**config.mk**
```make
export PLATFORM = sky130hd
export DESIGN_NAME = rle_sprite_blend_decoder
export DESIGN_NICKNAME = d
export VERILOG_FILES = /design/src/sv/rsbd_pkg.sv /design/src/sv/rle_sprite_blend_decoder.sv
export VERILOG_INCLUDE_DIRS = /design/src /design/src/sv
export SDC_FILE = /design/constraint.sdc
export NUM_CORES = 1
export LEC_CHECK = 0
export ABC_AREA = 1
export BUFFER_PORTS_ARGS = -buffer_cell sky130_fd_sc_hd__clkbuf_2
export CORE_ASPECT_RATIO = 1.75
export CORE_MARGIN = 5
export CORE_UTILIZATION = 30
export DETAILED_ROUTE_END_ITERATION = 6
export PLACE_DENSITY = 0.53
export SLEW_MARGIN = 0
export SYNTH_ARGS = -nofsm -noshare
export SYNTH_HDL_FRONTEND = slang
export SYNTH_SLANG_ARGS = --single-unit
```
**constraint.sdc**
```tcl
create_clock -name clk -period 8.2 [get_ports clk]
set_clock_uncertainty 0.15 [all_clocks]
set_input_delay 1.64 -clock clk [delete_from_list [all_inputs] [get_ports clk]]
set_output_delay 1.64 -clock clk [all_outputs]
set_load 0.1 [all_outputs]
```
**src/sv/rle_sprite_blend_decoder_assert.svh**
```systemverilog
// assertion macros for the rle sprite blend decoder
`ifndef RLE_SPRITE_BLEND_DECODER_ASSERT_SVH
`define RLE_SPRITE_BLEND_DECODER_ASSERT_SVH

// same-cycle implication, checked on every clock outside reset
`define RSBD_ASSERT(label, ante, cons) \
  label: assert property (@(posedge clk) disable iff (rst) (ante) |-> (cons)) \
    else $error("rsbd assertion failed");

// next-cycle implication
`define RSBD_ASSERT_NEXT(label, ante, cons) \
  label: assert property (@(posedge clk) disable iff (rst) (ante) |=> (cons)) \
    else $error("rsbd assertion failed");

`endif

```
**src/sv/rsbd_pkg.sv**
```systemverilog
// shared types, constants and blend function for the rle sprite blend decoder
`default_nettype none

package rsbd_pkg;

  localparam int ROW_PIXELS_DEF = 1024;

  localparam int WORD_W  = 16;
  localparam int COUNT_W = 13;
  localparam int KIND_W  = 3;
  localparam int COL_W   = 10;
  localparam int CHUNK_W = 7;
  localparam int MODE_W  = 2;

  localparam logic [WORD_W-1:0] MASK_HALF    = 16'hf7de;
  localparam logic [WORD_W-1:0] MASK_QUARTER = 16'he79c;

  localparam logic [KIND_W-1:0] KIND_SKIP = 3'd0;
  localparam logic [KIND_W-1:0] KIND_B25  = 3'd1;
  localparam logic [KIND_W-1:0] KIND_B50  = 3'd2;
  localparam logic [KIND_W-1:0] KIND_B75  = 3'd3;
  localparam logic [KIND_W-1:0] KIND_COPY = 3'd4;
  localparam logic [KIND_W-1:0] KIND_PAD3 = 3'd5;

  localparam logic [MODE_W-1:0] MODE_DRAW    = 2'd0;
  localparam logic [MODE_W-1:0] MODE_SAVE    = 2'd1;
  localparam logic [MODE_W-1:0] MODE_RESTORE = 2'd2;

  localparam logic REG_MODE   = 1'b0;
  localparam logic REG_CHUNKS = 1'b1;

  typedef enum logic [3:0] {
    PH_COUNT = 4'b0001,
    PH_CODE  = 4'b0010,
    PH_RUN   = 4'b0100,
    PH_PAD   = 4'b1000
  } phase_t;

  typedef struct packed {
    logic              pixel_write;
    logic [COL_W-1:0]  column;
    logic [WORD_W-1:0] pixel_value;
    logic              save_write;
    logic [WORD_W-1:0] saved_value;
    logic              row_done;
  } res_t;

  function automatic logic [WORD_W-1:0] blend(input logic [KIND_W-1:0] kind,
                                               input logic [WORD_W-1:0] d,
                                               input logic [WORD_W-1:0] s);
    logic [WORD_W+1:0] dq, sq, dh, sh, v;
    dq = {2'b00, d & MASK_QUARTER};
    sq = {2'b00, s & MASK_QUARTER};
    dh = {2'b00, d & MASK_HALF};
    sh = {2'b00, s & MASK_HALF};
    case (kind)
      KIND_B50: v = (dh + sh) >> 1;
      KIND_B25: v = (dq + dq + dq + sq) >> 2;
      KIND_B75: v = (dq + sq + sq + sq) >> 2;
      default:  v = {2'b00, s};
    endcase
    return v[WORD_W-1:0];
  endfunction

endpackage

`default_nettype wire

```
**src/sv/rle_sprite_blend_decoder.sv**
```systemverilog
// rle sprite blend decoder: one rgb565 sprite row, one stream word per beat
// input channel (in_valid/in_ready) carries row_start, stream_word, dest_pixel
// and stored_pixel; the output channel (out_valid/out_ready) returns exactly
// one result beat per input beat, in order.
// the decode state advances on the accepting edge; the result is registered
// into the output register, or into the skid register while one waits.
// throughput is one beat per cycle while in_ready is high, set by the
// single-pass decode logic between the input ports and the output register.
// a two-entry output stage (output register plus skid register) keeps the
// input open while one result waits; in_ready drops only when both are full,
// and a stalled receiver holds out_valid and the result steady.
// configuration goes through an apb-style port: operation_mode at address 0,
// chunks_per_row at address 4; write only while no beat is in flight.
// reset (synchronous, active high) empties the output stage, returns the
// decoder to waiting for a row_start, and sets mode draw with one chunk per row.
// words arriving with no open row are consumed and give an empty result.
`default_nettype none

module rle_sprite_blend_decoder #(
  parameter int ROW_PIXELS = rsbd_pkg::ROW_PIXELS_DEF
) (
  input  wire logic        clk,
  input  wire logic        rst,
  input  wire logic        psel,
  input  wire logic        penable,
  input  wire logic        pwrite,
  input  wire logic [2:0]  paddr,
  input  wire logic [31:0] pwdata,
  output      logic [31:0] prdata,
  output      logic        pready,
  input  wire logic        in_valid,
  output      logic        in_ready,
  input  wire logic        row_start,
  input  wire logic [15:0] stream_word,
  input  wire logic [15:0] dest_pixel,
  input  wire logic [15:0] stored_pixel,
  output      logic        out_valid,
  input  wire logic        out_ready,
  output      logic        pixel_write,
  output      logic [9:0]  column,
  output      logic [15:0] pixel_value,
  output      logic        save_write,
  output      logic [15:0] saved_value,
  output      logic        row_done
);

  localparam int CUR_W = $clog2(ROW_PIXELS + 1);
  localparam int SUM_W = ((CUR_W > rsbd_pkg::COUNT_W) ? CUR_W : rsbd_pkg::COUNT_W) + 1;

  // configuration registers
  logic [rsbd_pkg::MODE_W-1:0]  operation_mode;
  logic [rsbd_pkg::CHUNK_W-1:0] chunks_per_row;

  logic cfg_write;
  assign pready    = 1'b1;
  assign cfg_write = psel && penable && pwrite && pready;

  always_ff @(posedge clk) begin
    if (rst) begin
      operation_mode <= rsbd_pkg::MODE_DRAW;
      chunks_per_row <= rsbd_pkg::CHUNK_W'(1);
    end else if (cfg_write) begin
      case (paddr[2])
        rsbd_pkg::REG_MODE:   operation_mode <= pwdata[rsbd_pkg::MODE_W-1:0];
        rsbd_pkg::REG_CHUNKS: chunks_per_row <= pwdata[rsbd_pkg::CHUNK_W-1:0];
        default: ;
      endcase
    end
  end

  always_comb begin
    case (paddr[2])
      rsbd_pkg::REG_MODE:   prdata = 32'(operation_mode);
      rsbd_pkg::REG_CHUNKS: prdata = 32'(chunks_per_row);
      default:              prdata = '0;
    endcase
  end

  // decode state
  rsbd_pkg::phase_t              phase, phase_next;
  logic [rsbd_pkg::CHUNK_W-1:0]  chunks_left, chunks_left_next;
  logic [rsbd_pkg::WORD_W-1:0]   codes_left, codes_left_next;
  logic [rsbd_pkg::COUNT_W-1:0]  run_left, run_left_next;
  logic [rsbd_pkg::KIND_W-1:0]   run_kind, run_kind_next;
  logic [CUR_W-1:0]              cursor, cursor_next;

  // output stage
  logic                out_full, skid_full;
  rsbd_pkg::res_t      out_res, skid_res, res;

  logic in_fire;
  assign in_ready = !skid_full;
  assign in_fire  = in_valid && in_ready;

  // state after an optional row restart
  rsbd_pkg::phase_t              s_phase;
  logic [rsbd_pkg::CHUNK_W-1:0]  s_chunks;
  logic [rsbd_pkg::WORD_W-1:0]   s_codes;
  logic [rsbd_pkg::COUNT_W-1:0]  s_run;
  logic [rsbd_pkg::KIND_W-1:0]   s_kind;
  logic [CUR_W-1:0]              s_cursor;

  logic [rsbd_pkg::KIND_W-1:0]   kind;
  logic [rsbd_pkg::COUNT_W-1:0]  count;
  logic [SUM_W-1:0]              skip_sum;
  logic [31:0]                   cur_ext;
  logic                          code_end, chunk_end;

  assign kind  = stream_word[15:13];
  assign count = stream_word[rsbd_pkg::COUNT_W-1:0];

  always_comb begin
    s_phase  = phase;
    s_chunks = chunks_left;
    s_codes  = codes_left;
    s_run    = run_left;
    s_kind   = run_kind;
    s_cursor = cursor;
    if (row_start) begin
      s_chunks = (chunks_per_row == '0) ? rsbd_pkg::CHUNK_W'(1) : chunks_per_row;
      s_phase  = rsbd_pkg::PH_COUNT;
      s_codes  = '0;
      s_run    = '0;
      s_kind   = '0;
      s_cursor = '0;
    end

    phase_next       = s_phase;
    chunks_left_next = s_chunks;
    codes_left_next  = s_codes;
    run_left_next    = s_run;
    run_kind_next    = s_kind;
    cursor_next      = s_cursor;
    code_end         = 1'b0;
    chunk_end        = 1'b0;
    res              = '0;
    skip_sum         = SUM_W'(s_cursor) + SUM_W'(count);
    cur_ext          = 32'(s_cursor);

    case (s_phase)
      rsbd_pkg::PH_COUNT: begin
        if (s_chunks != '0) begin
          if (stream_word == '0) begin
            chunk_end = 1'b1;
          end else begin
            codes_left_next = stream_word;
            phase_next      = rsbd_pkg::PH_CODE;
          end
        end
      end
      rsbd_pkg::PH_CODE: begin
        run_kind_next = kind;
        if (kind == rsbd_pkg::KIND_SKIP) begin
          cursor_next = (skip_sum > SUM_W'(ROW_PIXELS)) ? CUR_W'(ROW_PIXELS)
                                                        : CUR_W'(skip_sum);
          code_end    = 1'b1;
        end else if (kind >= rsbd_pkg::KIND_PAD3) begin
          // padding kinds consume 3, 2 or 1 following words
          run_left_next = rsbd_pkg::COUNT_W'(4'd8 - {1'b0, kind});
          phase_next    = rsbd_pkg::PH_PAD;
        end else if (count == '0) begin
          code_end = 1'b1;
        end else begin
          run_left_next = count;
          phase_next    = rsbd_pkg::PH_RUN;
        end
      end
      rsbd_pkg::PH_RUN: begin
        if (s_cursor < CUR_W'(ROW_PIXELS)) begin
          res.pixel_write = 1'b1;
          res.column      = cur_ext[rsbd_pkg::COL_W-1:0];
          if (operation_mode == rsbd_pkg::MODE_RESTORE) begin
            res.pixel_value = stored_pixel;
          end else begin
            res.pixel_value = rsbd_pkg::blend(s_kind, dest_pixel, stream_word);
            if (operation_mode == rsbd_pkg::MODE_SAVE) begin
              res.save_write  = 1'b1;
              res.saved_value = dest_pixel;
            end
          end
          cursor_next = s_cursor + CUR_W'(1);
        end
        run_left_next = s_run - rsbd_pkg::COUNT_W'(1);
        code_end      = (run_left_next == '0);
      end
      rsbd_pkg::PH_PAD: begin
        run_left_next = s_run - rsbd_pkg::COUNT_W'(1);
        code_end      = (run_left_next == '0);
      end
      default: ;
    endcase

    if (code_end) begin
      phase_next      = rsbd_pkg::PH_CODE;
      run_left_next   = '0;
      codes_left_next = (s_codes != '0) ? s_codes - rsbd_pkg::WORD_W'(1) : '0;
      if (codes_left_next == '0) chunk_end = 1'b1;
    end

    if (chunk_end) begin
      chunks_left_next = (s_chunks != '0) ? s_chunks - rsbd_pkg::CHUNK_W'(1) : '0;
      phase_next       = rsbd_pkg::PH_COUNT;
      codes_left_next  = '0;
      run_left_next    = '0;
      if (chunks_left_next == '0) res.row_done = 1'b1;
    end
  end

  always_ff @(posedge clk) begin
    if (rst) begin
      phase       <= rsbd_pkg::PH_COUNT;
      chunks_left <= '0;
      codes_left  <= '0;
      run_left    <= '0;
      run_kind    <= '0;
      cursor      <= '0;
    end else if (in_fire) begin
      phase       <= phase_next;
      chunks_left <= chunks_left_next;
      codes_left  <= codes_left_next;
      run_left    <= run_left_next;
      run_kind    <= run_kind_next;
      cursor      <= cursor_next;
    end
  end

  // output register with a skid entry behind it
  always_ff @(posedge clk) begin
    if (rst) begin
      out_full  <= 1'b0;
      skid_full <= 1'b0;
    end else begin
      if (in_fire) begin
        if (out_full && !out_ready) begin
          skid_full <= 1'b1;
        end else begin
          out_full <= 1'b1;
        end
      end else if (out_ready) begin
        if (skid_full) begin
          skid_full <= 1'b0;
        end else begin
          out_full <= 1'b0;
        end
      end
    end
  end

  always_ff @(posedge clk) begin
    if (in_fire) begin
      if (out_full && !out_ready) begin
        skid_res <= res;
      end else begin
        out_res <= res;
      end
    end else if (out_ready && skid_full) begin
      out_res <= skid_res;
    end
  end

  assign out_valid   = out_full;
  assign pixel_write = out_res.pixel_write;
  assign column      = out_res.column;
  assign pixel_value = out_res.pixel_value;
  assign save_write  = out_res.save_write;
  assign saved_value = out_res.saved_value;
  assign row_done    = out_res.row_done;

`include "rle_sprite_blend_decoder_assert.svh"

`RSBD_ASSERT(a_skid_behind_out, skid_full, out_full)
`RSBD_ASSERT(a_cursor_in_row, 1'b1, cursor <= CUR_W'(ROW_PIXELS))
`RSBD_ASSERT(a_run_nonzero, phase == rsbd_pkg::PH_RUN || phase == rsbd_pkg::PH_PAD, run_left != '0)
`RSBD_ASSERT(a_save_with_write, out_full && out_res.save_write, out_res.pixel_write)
`RSBD_ASSERT(a_idle_blank, out_full && !out_res.pixel_write, out_res.column == '0 && out_res.pixel_value == '0)
`RSBD_ASSERT_NEXT(a_skid_holds, skid_full && !out_ready, skid_full)

endmodule

`default_nettype wire

```
=== Word-level counts from Yosys, hierarchy flattened ===
Cells that the tools add are included.

* Register bits: 155
* Bits of input ports: 91

* $add $sub $neg: 13
* Magnitude comparators: 3
* Eq/ne operators: 12
* Muxes and demuxes: 62
* Bitwise operators: 1
* Reduce and logical (&&, ||, !) cells: 25

{| class="wikitable"
|+ Operator list
! kind !! count
|-
| 45-bit two-way mux || 3
|-
| 16-bit two-way mux || 8
|-
| 44-bit two-way mux || 2
|-
| 13-bit two-way mux || 6
|-
| 32-bit case mux with 2 select lines || 1
|-
| 16-bit by 16-bit adder with 17-bit output || 3
|-
| 16-bit case mux with 3 select lines || 1
|-
| 11-bit two-way mux || 4
|-
| 17-bit by 16-bit adder with 18-bit output || 2
|-
| 18-bit by 16-bit adder with 18-bit output || 2
|-
| 17-bit two-way mux || 2
|-
| 16-bit zero test || 2
|-
| 4-bit two-way mux || 8
|-
| 7-bit two-way mux || 4
|-
| 13-bit zero test || 2
|-
| 13-bit case mux with 2 select lines || 1
|-
| 11-bit case mux with 2 select lines || 1
|-
| 1-bit two-way mux || 17
|-
| 16-bit nonzero test || 1
|-
| 16-bit by 1-bit subtractor with 16-bit output (second input constant) || 1
|-
| 11-bit by 13-bit adder with 14-bit output || 1
|-
| 14-bit by 11-bit greater-than comparator with 1-bit output (second input constant) || 1
|-
| 7-bit zero test || 2
|-
| 13-bit by 1-bit subtractor with 13-bit output (second input constant) || 1
|-
| 27 further kinds || 40
|}

=== Longest topological paths before layout ===
Gate-level depths: netlist of the first run.

* Word-level depth: 11
* Depth in mapped cells: 25
* Depth with buffers taken out: 22

=== Least setup slack after synthesis of the first run ===
OpenSTA, ideal clock, no wires.

* Path type: input port to output port
* From: input port paddr[2]
* To: output port prdata[0]
* Arrival: 3955 ps
* Required time: 6410 ps
* Slack: 2455 ps
* Stages: 2
* Cell sequence: clkbuf_1 -> o21ai_0

* Cells in the longest elaborated chain, start to end: 2

{| class="wikitable"
|+ Ends and longest elaborated chain
! what !! line !! RTL
|-
| start, declared || rle_sprite_blend_decoder.sv:27 || <nowiki>input wire logic [2:0] paddr,</nowiki>
|-
| 1-bit NOT (no source line) || -- ||
|-
| 32-bit case mux with 2 select lines * || rle_sprite_blend_decoder.sv:72 || <nowiki>case (paddr[2])</nowiki>
|-
| end, declared || rle_sprite_blend_decoder.sv:29 || <nowiki>output logic [31:0] prdata,</nowiki>
|}

Mark *: on every way between the ends. The rest lies on a longest branch, timed or not. The select of a mux whose other input is x is not followed.

=== Worst setup path after layout of the first run ===
* From: input port row_start
* To: register codes_left[2] in the netlist's numbering

* Cells in the longest elaborated chain, start to end: 7
* Elaborated cells on any way between the ends: 26

{| class="wikitable"
|+ Ends and longest elaborated chain
! what !! line !! RTL
|-
| start, declared || rle_sprite_blend_decoder.sv:33 || <nowiki>input wire logic row_start,</nowiki>
|-
| 16-bit two-way mux / 7-bit two-way mux (equally long branches) || rle_sprite_blend_decoder.sv:119 || <nowiki>if (row_start) begin</nowiki>
|-
| 16-bit by 1-bit subtractor with 16-bit output (tied with other cells) || rle_sprite_blend_decoder.sv:196 || <nowiki>codes_left_next = (s_codes != '0) ? s_codes - rsbd_pkg::WORD_W'(1) : '0;</nowiki>
|-
| 16-bit two-way mux / 1-bit two-way mux (equally long branches) || rle_sprite_blend_decoder.sv:196, rle_sprite_blend_decoder.sv:142 ||
|-
| 16-bit zero test / 1-bit two-way mux (equally long branches) || rle_sprite_blend_decoder.sv:197, rle_sprite_blend_decoder.sv:140 ||
|-
| 1-bit two-way mux || rle_sprite_blend_decoder.sv:197 || <nowiki>if (codes_left_next == '0) chunk_end = 1'b1;</nowiki>
|-
| 1-bit two-way mux || rle_sprite_blend_decoder.sv:193 || <nowiki>if (code_end) begin</nowiki>
|-
| 16-bit two-way mux * || rle_sprite_blend_decoder.sv:200 || <nowiki>if (chunk_end) begin</nowiki>
|-
| end signal, assigned || rle_sprite_blend_decoder.sv:220 || <nowiki>codes_left <= codes_left_next;</nowiki>
|-
| end, declared || rle_sprite_blend_decoder.sv:82 || <nowiki>logic [rsbd_pkg::WORD_W-1:0] codes_left, codes_left_next;</nowiki>
|}

Mark *: on every way between the ends. The rest lies on a longest branch, timed or not.
A chain may end at the register's enable or synchronous reset.

==> Implementation_results.wiki, run 1 <==
{| class="wikitable"
! Metric !! Value
|-
| Most instantiated flip-flop cell in the synthesis netlist || edfxtp_1
|-
| Congestion Overflow GR || 0
|-
| CTS max path bufs || 2
|-
| Cell breakdown of the critical path || clkbuf_2 -> buf_4 -> inv_4 -> nand2_1 -> nor2_1 -> nand2_1 -> nand2_1 -> nand3_1 -> nor2_1 -> nand3_1 -> nor2_1 -> nand3_2 -> nand2_2 -> nand2_2 -> nand2_4 -> inv_2 -> nand3_1 -> a21oi_1
|-
| Status || finished clean
|-
| Yosys warnings || 0
|-
| Nets || 1,855
|-
| Number of standard-cell rows in the floorplan || 94
|-
| Slack of the worst reg-to-reg path || between 4 and 5 ns
|-
| Total of max-cap violations || 0
|-
| Power Dens Cells || 182.1 nW/µm²
|-
| Routed length on met3 || 1535 µm
|-
| WP data required || roughly 8.4 ns
|-
| Worst reg-to-reg path cell count || 16
|-
| Root buffer cell || clkbuf_16
|-
| Share of the synthesized area in the top cell type || 23.61%
|-
| Proportion of layout cells with a drive suffix above 1 || 12.33%
|-
| Mean post-synth cell area || slightly above 7 µm²
|-
| Nature of the critical path endpoint || register
|-
| Final critical-path share of the clock period || 66.71%
|-
| Routed via count divided by cell count || about 5.0
|-
| Combinational group share of total power || 28.1%
|-
| Post-CTS setup-driven buffer insertion count || 0
|-
| Final Critical Period || 5.471 ns
|-
| Area Overhead vs Synth || 12.87%
|-
| Most common cell after layout, fill and taps aside || nand2_1
|-
| RSZ-0062 raised after global routing || no
|-
| Proportion of synthesized flip-flops having asynchronous set or reset || 0%
|-
| Area leader, netlist || edfxtp_1
|-
| Number of buffers created by CTS || 17
|-
| Routed wire length per instance || 17.60 µm
|-
| Routed wl met2 || 20,470 µm
|-
| Die area || 42,310 µm²
|-
| Core box area || between 30,000 and 40,000 µm²
|-
| Cell area after synthesis || 11,440 µm²
|-
| Leakage power || 6.090 nW
|-
| Number of antenna violations at the first check in global routing || 0
|-
| Sequential Power Share || between 30 and 40%
|-
| Max incr delay on CP || 0.56 ns
|-
| Critical path start-end classification || primary input to register
|-
| Synthesis-stage register bit count || 155
|-
| Largest net degree at the start of global routing || 62
|-
| Final-layout setup total negative slack || 0 ns
|-
| Clock transition time at the flip-flop clock pins of the worst setup and hold paths || 0.07 ns
|-
| Number of nets with antenna violations after routing || 0
|-
| IO Port Bufs || 117
|-
| VDD IR max || 0.08648 mV
|-
| TritonCTS clock tree || built
|-
| Global placement routability congestion || 0.9220
|-
| Resize count post-CTS || 0
|-
| Endpoint of the lowest-slack register-to-register path || codes_left[2]
|-
| Sw Ratio || 37.06%
|-
| Initial cell density of the core || 30.41%
|-
| Commonest cells after routing, fill and taps aside || nand2_1, nor2_1, inv_1, nand3_1, clkbuf_2
|-
| Global-route wire length before repair || 59,520 µm
|-
| Clock latency reported for the late side of the worst-skew pair || 0.45 ns
|-
| Die Y-Extent || 268.4 µm
|-
| Sequential cell area fraction in the yosys report || a little over a third
|-
| Post-Syn Instances || between 1,500 and 2,000
|-
| Hold-fix buffer count after cts || 0
|-
| Final max-slew violation count || 0
|-
| Number of fill cells || 4,077
|-
| Total internal power || around 1.5 mW
|-
| Switching pwr || approximately 0.87 mW
|-
| Worst slew margin || 27.17%
|-
| Finished Layout Cells || 2,183
|-
| Total DRC errors in the routed layout || 0
|-
| Number of cells after detailed placement || 2,151
|-
| Type of the most critical hold path || register to register
|-
| Detailed router's first-iteration violation count || 668
|-
| Overall Global Routing Usage || between 10% and 20%
|-
| Number of detailed-routing iterations run before antenna repair || 5
|-
| Startpoint type of the worst setup path || primary input
|-
| Clock Sinks || 155
|-
| EDFF count, synth || 90
|-
| Met1 routed wirelength after detailed routing || about 14,000 µm
|-
| Actual slew at the worst max-slew pin || 1.091 ns
|-
| Number of ports placed on the die boundary || between 150 and 200
|-
| Final number of hold-violating endpoints || 0
|-
| Finish-stage setup viols || 0
|-
| Crit path max-delay cell type || inv_4
|-
| Vias in the first global route || 10,990
|-
| Die width || 157.6 µm
|-
| HPWL after detailed placement || 29,150 µm
|-
| Number of antenna repair diodes || 0
|-
| Share of power burned in the clock network || 34.5%
|-
| Final Routed Wirelength || 38,420 µm
|-
| Critical register-to-register path startpoint || phase[0]
|-
| Distinct cell type count after synthesis || 49
|-
| Highest layer used for signal routing || met4
|-
| Launch point of the worst path || row_start
|-
| Number of levels the H-tree was split into || 4
|-
| Biggest area contributors in the synthesized netlist || edfxtp_1, nand2_1, dfxtp_1, nor2_1, inv_1
|-
| Maximum fanout count along the critical path || 53
|-
| WP data arrival || 5.63 ns
|-
| Hold Crit Depth || 2
|-
| Overall via count from detail_route || between 10,000 and 15,000
|-
| Maximum operating frequency || roughly 0.18 GHz
|-
| CP Capture Point || codes_left[2]
|}
-- registers in the layout, summed over array words and instances (netlist names), 4 cells and up --
name	flops
run_left	13
phase	4
pixel_value	16
chunks_left	7
chunks_per_row	7
codes_left	16
skid_res	45
saved_value	16
column	10
cursor	11
-- worst min-delay path by stage --
| stage | start | end | slack, ns |
|---|---|---|---|
| after CTS | chunks_left[1] | chunks_left[1] | 0.32 |
| after detailed placement | chunks_left[1] | chunks_left[1] | 0.30 |
| after global routing | chunks_left[4] | chunks_left[4] | 0.33 |
| final | chunks_left[1] | chunks_left[1] | 0.31 |
| after floorplan | run_kind[2] | run_kind[2] | 0.29 |
| after global placement | chunks_left[6] | chunks_left[6] | 0.30 |
-- critical path: cells and delay by family --
family / cells / cell delay [ns]
AO/OA/AOI/OAI: 1 / 0.07
AND/OR/NAND/NOR: 13 / 2.79
buffers and inverters: 4 / 1.05
-- cell type report --
type | instances | area, µm² | area share (%)
inverters | 186 | 700.7 | 5.424
repair buffers | 126 | 653.1 | 5.056
multi-input cells | 1204 | 6372 | 49.33
clock buffers | 20 | 446.7 | 3.458
well taps | 480 | 600.6 | 4.649
clock inverters | 12 | 140.1 | 1.085
flip-flops and latches | 155 | 4004 | 31.00
-- power by group through the flow --
stage                     logic (mW)  registers [mW]  clock network (mW)
after floorplan                0.390            1.02                   0
after global placement         0.652           0.898                   0
after detailed placement       0.659           0.898                   0
after CTS                      0.663           0.881               0.832
after global routing           0.725           0.884               0.859
final                          0.660           0.881               0.811
-- Yosys cell counts (3+ instances only) --
master	count
inv_1	174
nand2_2	18
clkbuf_1	34
dfxtp_1	65
nor2_1	184
or2_2	6
o221ai_1	12
o21ai_1	5
o21ai_0	116
nand2_4	3
fa_1	23
nor2_2	10
ha_1	51
nand4_1	15
nand3b_1	4
edfxtp_1	90
a22oi_1	12
nand3_1	126
a211oi_1	8
nor3_1	12
inv_2	8
buf_4	27
nand2_1	417
a21o_1	3
a31oi_1	16
a221oi_1	6
buf_6	8
clkinv_1	3
o211ai_1	7
buf_1	3
buf_2	7
a21oi_1	88
xor2_1	16
-- through the flow --
stage          setup WS, ns  hold WS [ns]  instance area (µm²)  total power [mW]  utilization [%]
5_1_grt               2.392        0.3284                12920             2.469            34.32
6_report              2.729        0.3132                12920             2.352            34.32
3_3_place_gp          2.301        0.3013                12330             1.550            32.76
2_1_floorplan         2.455        0.2894                11530             1.408                -
3_5_place_dp          2.296        0.3046                12330             1.557            32.76
4_1_cts               2.773        0.3155                12920             2.376            34.32
-- per-layer routing --
layer,global-route usage (%),vias up
met5,0,-
met4,11.17,0
met3,2.336,107
met2,33.78,323
met1,18.92,5118
li1,-,5440
-- cells by family (layout without fill, tap and decap cells) --
family	Yosys count	count (layout)	share of synthesized area (%)
compound gates	284	284	14.14
flops	155	155	34.98
xor+xnor	17	17	1.301
buf+inv	265	344	10.20
fa+ha+maj	74	74	9.599
other cells	2	26	0.06562
simple gates	803	803	29.71
No activity file was read; power rests on OpenSTA's default activity.
==> inputs of run 2 (changes only) <==
clock period = 5.15 ns   (was 8.2 ns; I/O delays follow)
==> Implementation_results.wiki, run 2 (same netlist as run 1, synthesis figures left out) <==
{| class="wikitable"
! Metric !! Value
|-
| Status || finished clean
|-
| Detailed router's first-iteration violation count || 682
|-
| Nature of the critical path endpoint || register
|-
| Proportion of layout cells with a drive suffix above 1 || 13.06%
|-
| Congestion Overflow GR || 0
|-
| Final Critical Period || 3.989 ns
|-
| Largest net degree at the start of global routing || 87
|-
| Number of fill cells || 4,079
|-
| IO Port Bufs || 117
|-
| Clock latency reported for the late side of the worst-skew pair || 0.44 ns
|-
| Initial cell density of the core || 30.41%
|-
| WP data required || 5.37 ns
|-
| Maximum operating frequency || ~0.25 GHz
|-
| Type of the most critical hold path || register to register
|-
| Number of antenna repair diodes || 0
|-
| Register with the highest flop count || skid_res
|-
| CTS max path bufs || 2
|-
| Number of levels the H-tree was split into || 4
|-
| Global-route wire length before repair || roughly 60,000 µm
|-
| Worst slew margin || 26.90%
|-
| Flip-flop count of the largest register after layout || between 40 and 50
|-
| Total internal power || approximately 2.4 mW
|-
| VDD IR max || 0.1712 mV
|-
| Vias in the first global route || 11,120
|-
| Leakage power || 6.170 nW
|-
| Global placement routability congestion || 0.9094
|-
| Final max-slew violation count || 0
|-
| Number of nets with antenna violations after routing || 0
|-
| Post-route worst setup slack || 1.161 ns
|-
| Actual slew at the worst max-slew pin || 1.095 ns
|-
| Number of ports placed on the die boundary || 171
|-
| Final number of hold-violating endpoints || 0
|-
| Overall Global Routing Usage || a little under a fifth
|-
| Combinational group share of total power || 27.6%
|-
| Overall power || approximately 3.8 mW
|-
| Clock Sinks || 155
|-
| Die width || 157.6 µm
|-
| Sequential cell area || 4004 µm²
|-
| Sw Ratio || around 38%
|-
| Die Y-Extent || about 270 µm
|-
| Commonest cells after routing, fill and taps aside || nand2_1, nor2_1, inv_1, nand3_1, clkbuf_2
|-
| Sequential Power Share || 36.9%
|-
| Startpoint type of the worst setup path || primary input
|-
| WP data arrival || 4.21 ns
|-
| Final core area utilization || 34.65%
|-
| Total DRC errors in the routed layout || 0
|-
| Number of standard-cell rows in the floorplan || 94
|-
| Hold-fix buffer count after cts || 0
|-
| Number of buffers created by CTS || 17
|-
| Nets || 1,867
|-
| Multi-input gate area in the final layout || roughly 6400 µm²
|-
| Final Routed Wirelength || 39,010 µm
|-
| Finished layout cell area || 13,040 µm²
|-
| Routed via count divided by cell count || 5.016
|-
| Critical path start-end classification || primary input to register
|-
| Final-layout setup total negative slack || 0 ns
|-
| Most common cell after layout, fill and taps aside || nand2_1
|-
| Setup slack at placement || 0.7206 ns
|-
| Total of max-cap violations || 0
|-
| Resize count post-CTS || 0
|-
| Root buffer cell || clkbuf_16
|-
| Clock transition time at the flip-flop clock pins of the worst setup and hold paths || 0.07 ns
|-
| Die area || between 40,000 and 50,000 µm²
|-
| HPWL after detailed placement || 29,830 µm
|-
| Maximum fanout count along the critical path || 27
|-
| TritonCTS clock tree || built
|-
| Number of detailed-routing iterations run before antenna repair || 5
|-
| Final critical-path share of the clock period || 77.46%
|-
| Power Dens Cells || 291.7 nW/µm²
|-
| Overall via count from detail_route || roughly 11,000
|-
| Post-CTS setup-driven buffer insertion count || 0
|-
| Area Overhead vs Synth || 13.94%
|-
| Core box area || 37,640 µm²
|-
| RSZ-0062 raised after global routing || no
|-
| Routed wire length per instance || 17.77 µm
|-
| Placed cell area || 12,420 µm²
|-
| Share of power burned in the clock network || 35.5%
|-
| Finish-stage setup viols || 0
|-
| Switching pwr || 1.438 mW
|-
| Number of antenna violations at the first check in global routing || 0
|}
==> run 2: final timing paths <==
kind | start | to | slack (ns) | depth (start not counted)
setup / recovery | row_start | codes_left[13] | 1.16 | 18
hold / removal | run_kind[2] | run_kind[2] | 0.31 | 2
setup reg to reg | chunks_per_row[1] | codes_left[13] | 1.87 | 17
hold reg to reg | run_kind[2] | run_kind[2] | 0.31 | 2
==> run 2: critical path, stage by stage <==
cell and delay, ns:
clkbuf_2 0.11, inv_4 0.30, buf_4 0.44, nand2_2 0.15
ha_1 0.26, nand3_2 0.15, nor2_2 0.07, nand2_2 0.26
nand3_1 0.22, nand2_1 0.12, nor2_1 0.06, nand2_1 0.08
nor2_2 0.05, nand2_2 0.16, nand2_4 0.19, inv_2 0.25
nand3_1 0.13, a21oi_1 0.14
==> run 2: per-stage QoR <==
step,hold slack [ns],cells
2_1_floorplan,0.2894,1624
3_3_place_gp,0.3002,2163
3_5_place_dp,0.3050,2163
4_1_cts,0.3157,2195
5_1_grt,0.3279,2195
6_report,0.3119,2195
==> run 2: final cells by class <==
cell class / count / share of cell area [%]
clock buffers: 17 / 3.262
clock inverters: 15 / 1.487
inverters: 186 / 5.373
multi-input cells: 1204 / 48.87
flip-flops and latches: 155 / 30.70
well taps: 480 / 4.606
repair buffers: 138 / 5.699
==> run 2: power groups by stage <==
stage	registers (mW)	clock network, mW	logic, mW
6_report	1.40	1.35	1.05
5_1_grt	1.41	1.43	1.16
4_1_cts	1.40	1.39	1.06
3_5_place_dp	1.43	0	1.05
3_3_place_gp	1.43	0	1.04
2_1_floorplan	1.62	0	0.620
==> run 2: per-layer routing <==
| metal | vias to the layer above | GRT usage (%) | share of wire, % |
|---|---|---|---|
| li1 | 5460 | - | - |
| met1 | 5117 | 18.57 | 37 |
| met2 | 326 | 34.50 | 53 |
| met3 | 108 | 2.224 | 3.7 |
| met4 | 0 | 12.22 | 6.5 |
| met5 | - | 0 | 0 |
==> inputs of run 3 (changes only) <==
ABC_AREA = 0   (was 1)
PLACE_DENSITY = 0.54   (was 0.53)
clock period = 4.2 ns   (was 5.15 ns; I/O delays follow)
==> Implementation_results.wiki, run 3 <==
{| class="wikitable"
! Metric !! Value
|-
| Status || finished clean
|-
| Number of levels the H-tree was split into || 4
|-
| Total DRC errors in the routed layout || 0
|-
| Post-route worst setup slack || approximately 0.54 ns
|-
| Final core area utilization || 35.27%
|-
| Startpoint type of the worst setup path || primary input
|-
| Final-layout setup total negative slack || 0 ns
|-
| Mean post-synth cell area || 9.041 µm²
|-
| Stages on the worst setup path || 16
|-
| Nature of the critical path endpoint || register
|-
| CP top delay family || compound AO/OA/AOI/OAI gates
|-
| Yosys warnings || 0
|-
| Max incr delay on CP || 0.43 ns
|-
| Final critical-path share of the clock period || 87.14%
|-
| Buffers and inverters on the worst path || 6
|-
| Final number of hold-violating endpoints || 0
|-
| Most Frequent Cell on Critical Path || buf_4
|-
| Overall Global Routing Usage || between 15 and 20%
|-
| Number of buffers created by CTS || 17
|-
| Area leader, netlist || edfxtp_1
|-
| Total of max-cap violations || 0
|-
| Resize count post-CTS || 0
|-
| Largest net degree at the start of global routing || 86
|-
| Clock Sinks || 155
|-
| Hold-fix buffer count after cts || 0
|-
| HPWL after detailed placement || 25,650 µm
|-
| IO Port Bufs || ~120
|-
| Clock latency reported for the late side of the worst-skew pair || approximately 0.45 ns
|-
| Overall via count from detail_route || 9,736
|-
| Actual slew at the worst max-slew pin || 0.9662 ns
|-
| Commonest cells after routing, fill and taps aside || nand2_1, clkbuf_2, nor2_1, a21oi_1, edfxtp_1
|-
| Register with the highest flop count || skid_res
|-
| Vias in the first global route || 9,795
|-
| Setup slack at placement || 0.09242 ns
|-
| Number of nets with antenna violations after routing || 0
|-
| Critical path start-end classification || primary input to register
|-
| Distinct cell type count after synthesis || 87
|-
| Proportion of layout cells with a drive suffix above 1 || 21.07%
|-
| Worst slew margin || 35.50%
|-
| RSZ-0062 raised after global routing || no
|-
| Finish-stage setup viols || 0
|-
| Area Overhead vs Synth || 16.05%
|-
| Number of detailed-routing iterations run before antenna repair || 6
|-
| VDD IR max || 0.2682 mV
|-
| TritonCTS clock tree || built
|-
| Final max-slew violation count || 0
|-
| Sequential cell area fraction in the yosys report || 35.71%
|-
| Hold Crit Depth || 2
|-
| Crit path max-delay cell type || o311ai_0
|-
| Initial cell density of the core || 30.39%
|-
| Nets || 1,514
|-
| Clock transition time at the flip-flop clock pins of the worst setup and hold paths || 0.07 ns
|-
| Core box area || roughly 37,000 µm²
|-
| Die width || 156.1 µm
|-
| Worst reg-to-reg path cell count || 11
|-
| Congestion Overflow GR || 0
|-
| WP data required || 4.43 ns
|-
| Synthesis-stage register bit count || 155
|-
| Final Critical Period || 3.660 ns
|-
| Post-CTS setup-driven buffer insertion count || 0
|-
| Cell breakdown of the critical path || clkbuf_2 -> inv_2 -> nand2_1 -> ha_1 -> inv_1 -> o311ai_0 -> o311ai_1 -> nor4_1 -> buf_4 -> a31oi_2 -> buf_4 -> buf_12 -> a211oi_1 -> mux2i_1 -> a211o_1 -> a21oi_1
|-
| Most common cell after layout, fill and taps aside || nand2_1
|-
| Power Dens Cells || roughly 340 nW/µm²
|-
| Share of the synthesized area in the top cell type || 24.11%
|-
| Root buffer cell || clkbuf_16
|-
| Die Y-Extent || 265.7 µm
|-
| WP data arrival || 3.89 ns
|-
| Final Routed Wirelength || 34,350 µm
|-
| Maximum fanout count along the critical path || 15
|-
| Global placement routability congestion || 0.8853
|-
| Detailed router's first-iteration violation count || 521
|-
| CTS max path bufs || 2
|-
| Proportion of synthesized flip-flops having asynchronous set or reset || 0%
|-
| Global-route wire length before repair || 53,840 µm
|-
| Flip-flop count of the largest register after layout || 45
|-
| Most common cell in the synthesized netlist || nand2_1
|-
| Routed wire length per instance || 18.69 µm
|-
| Number of standard-cell rows in the floorplan || 93
|-
| Routed via count divided by cell count || between 5 and 6
|-
| Die area || 41,490 µm²
|-
| EDFF count, synth || 90
|-
| Most instantiated cells after synthesis || nand2_1, nor2_1, a21oi_1
|-
| Post-Syn Instances || 1,240
|-
| Slack of the worst reg-to-reg path || roughly 0.75 ns
|-
| Cell area after synthesis || 11,210 µm²
|-
| Leakage power || 5.281 nW
|-
| Maximum operating frequency || roughly 0.27 GHz
|-
| Biggest area contributors in the synthesized netlist || edfxtp_1, dfxtp_1, ha_1, a21oi_1, nand2_1
|-
| Number of ports placed on the die boundary || 171
|-
| Type of the most critical hold path || register to register
|-
| Most instantiated flip-flop cell in the synthesis netlist || edfxtp_1
|-
| Number of antenna violations at the first check in global routing || 1
|}
[run 3: kinds of logic after synthesis]
family,synth area share (%)
AO/OA/AOI/OAI,19.65
XOR/XNOR,3.438
adder cells (fa/ha/maj),9.799
buffers and inverters,5.949
flip-flops,35.71
multiplexers,6.038
other,0.06699
AND/OR/NAND/NOR,19.34
[run 3: stage by stage]
stage / power [mW] / cells / hold WS [ns] / cell area, µm²
after detailed placement: 2.890 / 1805 / 0.2956 / 12430
after global routing: 4.612 / 1837 / 0.3248 / 13010
final: 4.403 / 1838 / 0.3072 / 13010
after CTS: 4.451 / 1837 / 0.3066 / 13010
after global placement: 2.876 / 1805 / 0.2924 / 12430
after floorplan: 2.625 / 1264 / 0.2813 / 11330
[run 3: final cells by class]
cell class | instances | area (µm²)
diodes | 1 | 2.502
inverters | 23 | 86.33
fillers | 3761 | 23880
clock inverters | 13 | 117.6
clock buffers | 19 | 464.2
repair buffers | 178 | 1069
multi-input cells | 974 | 6673
flip-flops and latches | 155 | 4004
well taps | 475 | 594.3
[run 3: worst paths after layout]
| path | start | end |
|---|---|---|
| max reg2reg | cursor[0] | cursor[4] |
| max | row_start | codes_left[10] |
| min | chunks_left[1] | chunks_left[1] |
| min reg2reg | chunks_left[1] | chunks_left[1] |
[run 3: metal layers]
layer / up-vias / global-route usage (%) / wire [µm]
li1: 4703 / - / -
met1: 4697 / 17.81 / 13140
met2: 269 / 30.75 / 18310
met4: 0 / 8.052 / 1446
met3: 67 / 2.633 / 1451
met5: - / 0 / 0
[run 3: where the power goes]
part	internal, mW	leakage (nW)	switching, mW
Clock	0.830	0.279	0.718
Sequential	1.66	1.45	0.0528
Combinational	0.349	3.55	0.791
Total	2.84	5.28	1.56
[run 3: worst min-delay path, stage by stage, from the launching register on]
cell     delay [ns]
dfxtp_1        0.31
nand2_1        0.05
a21oi_1        0.05
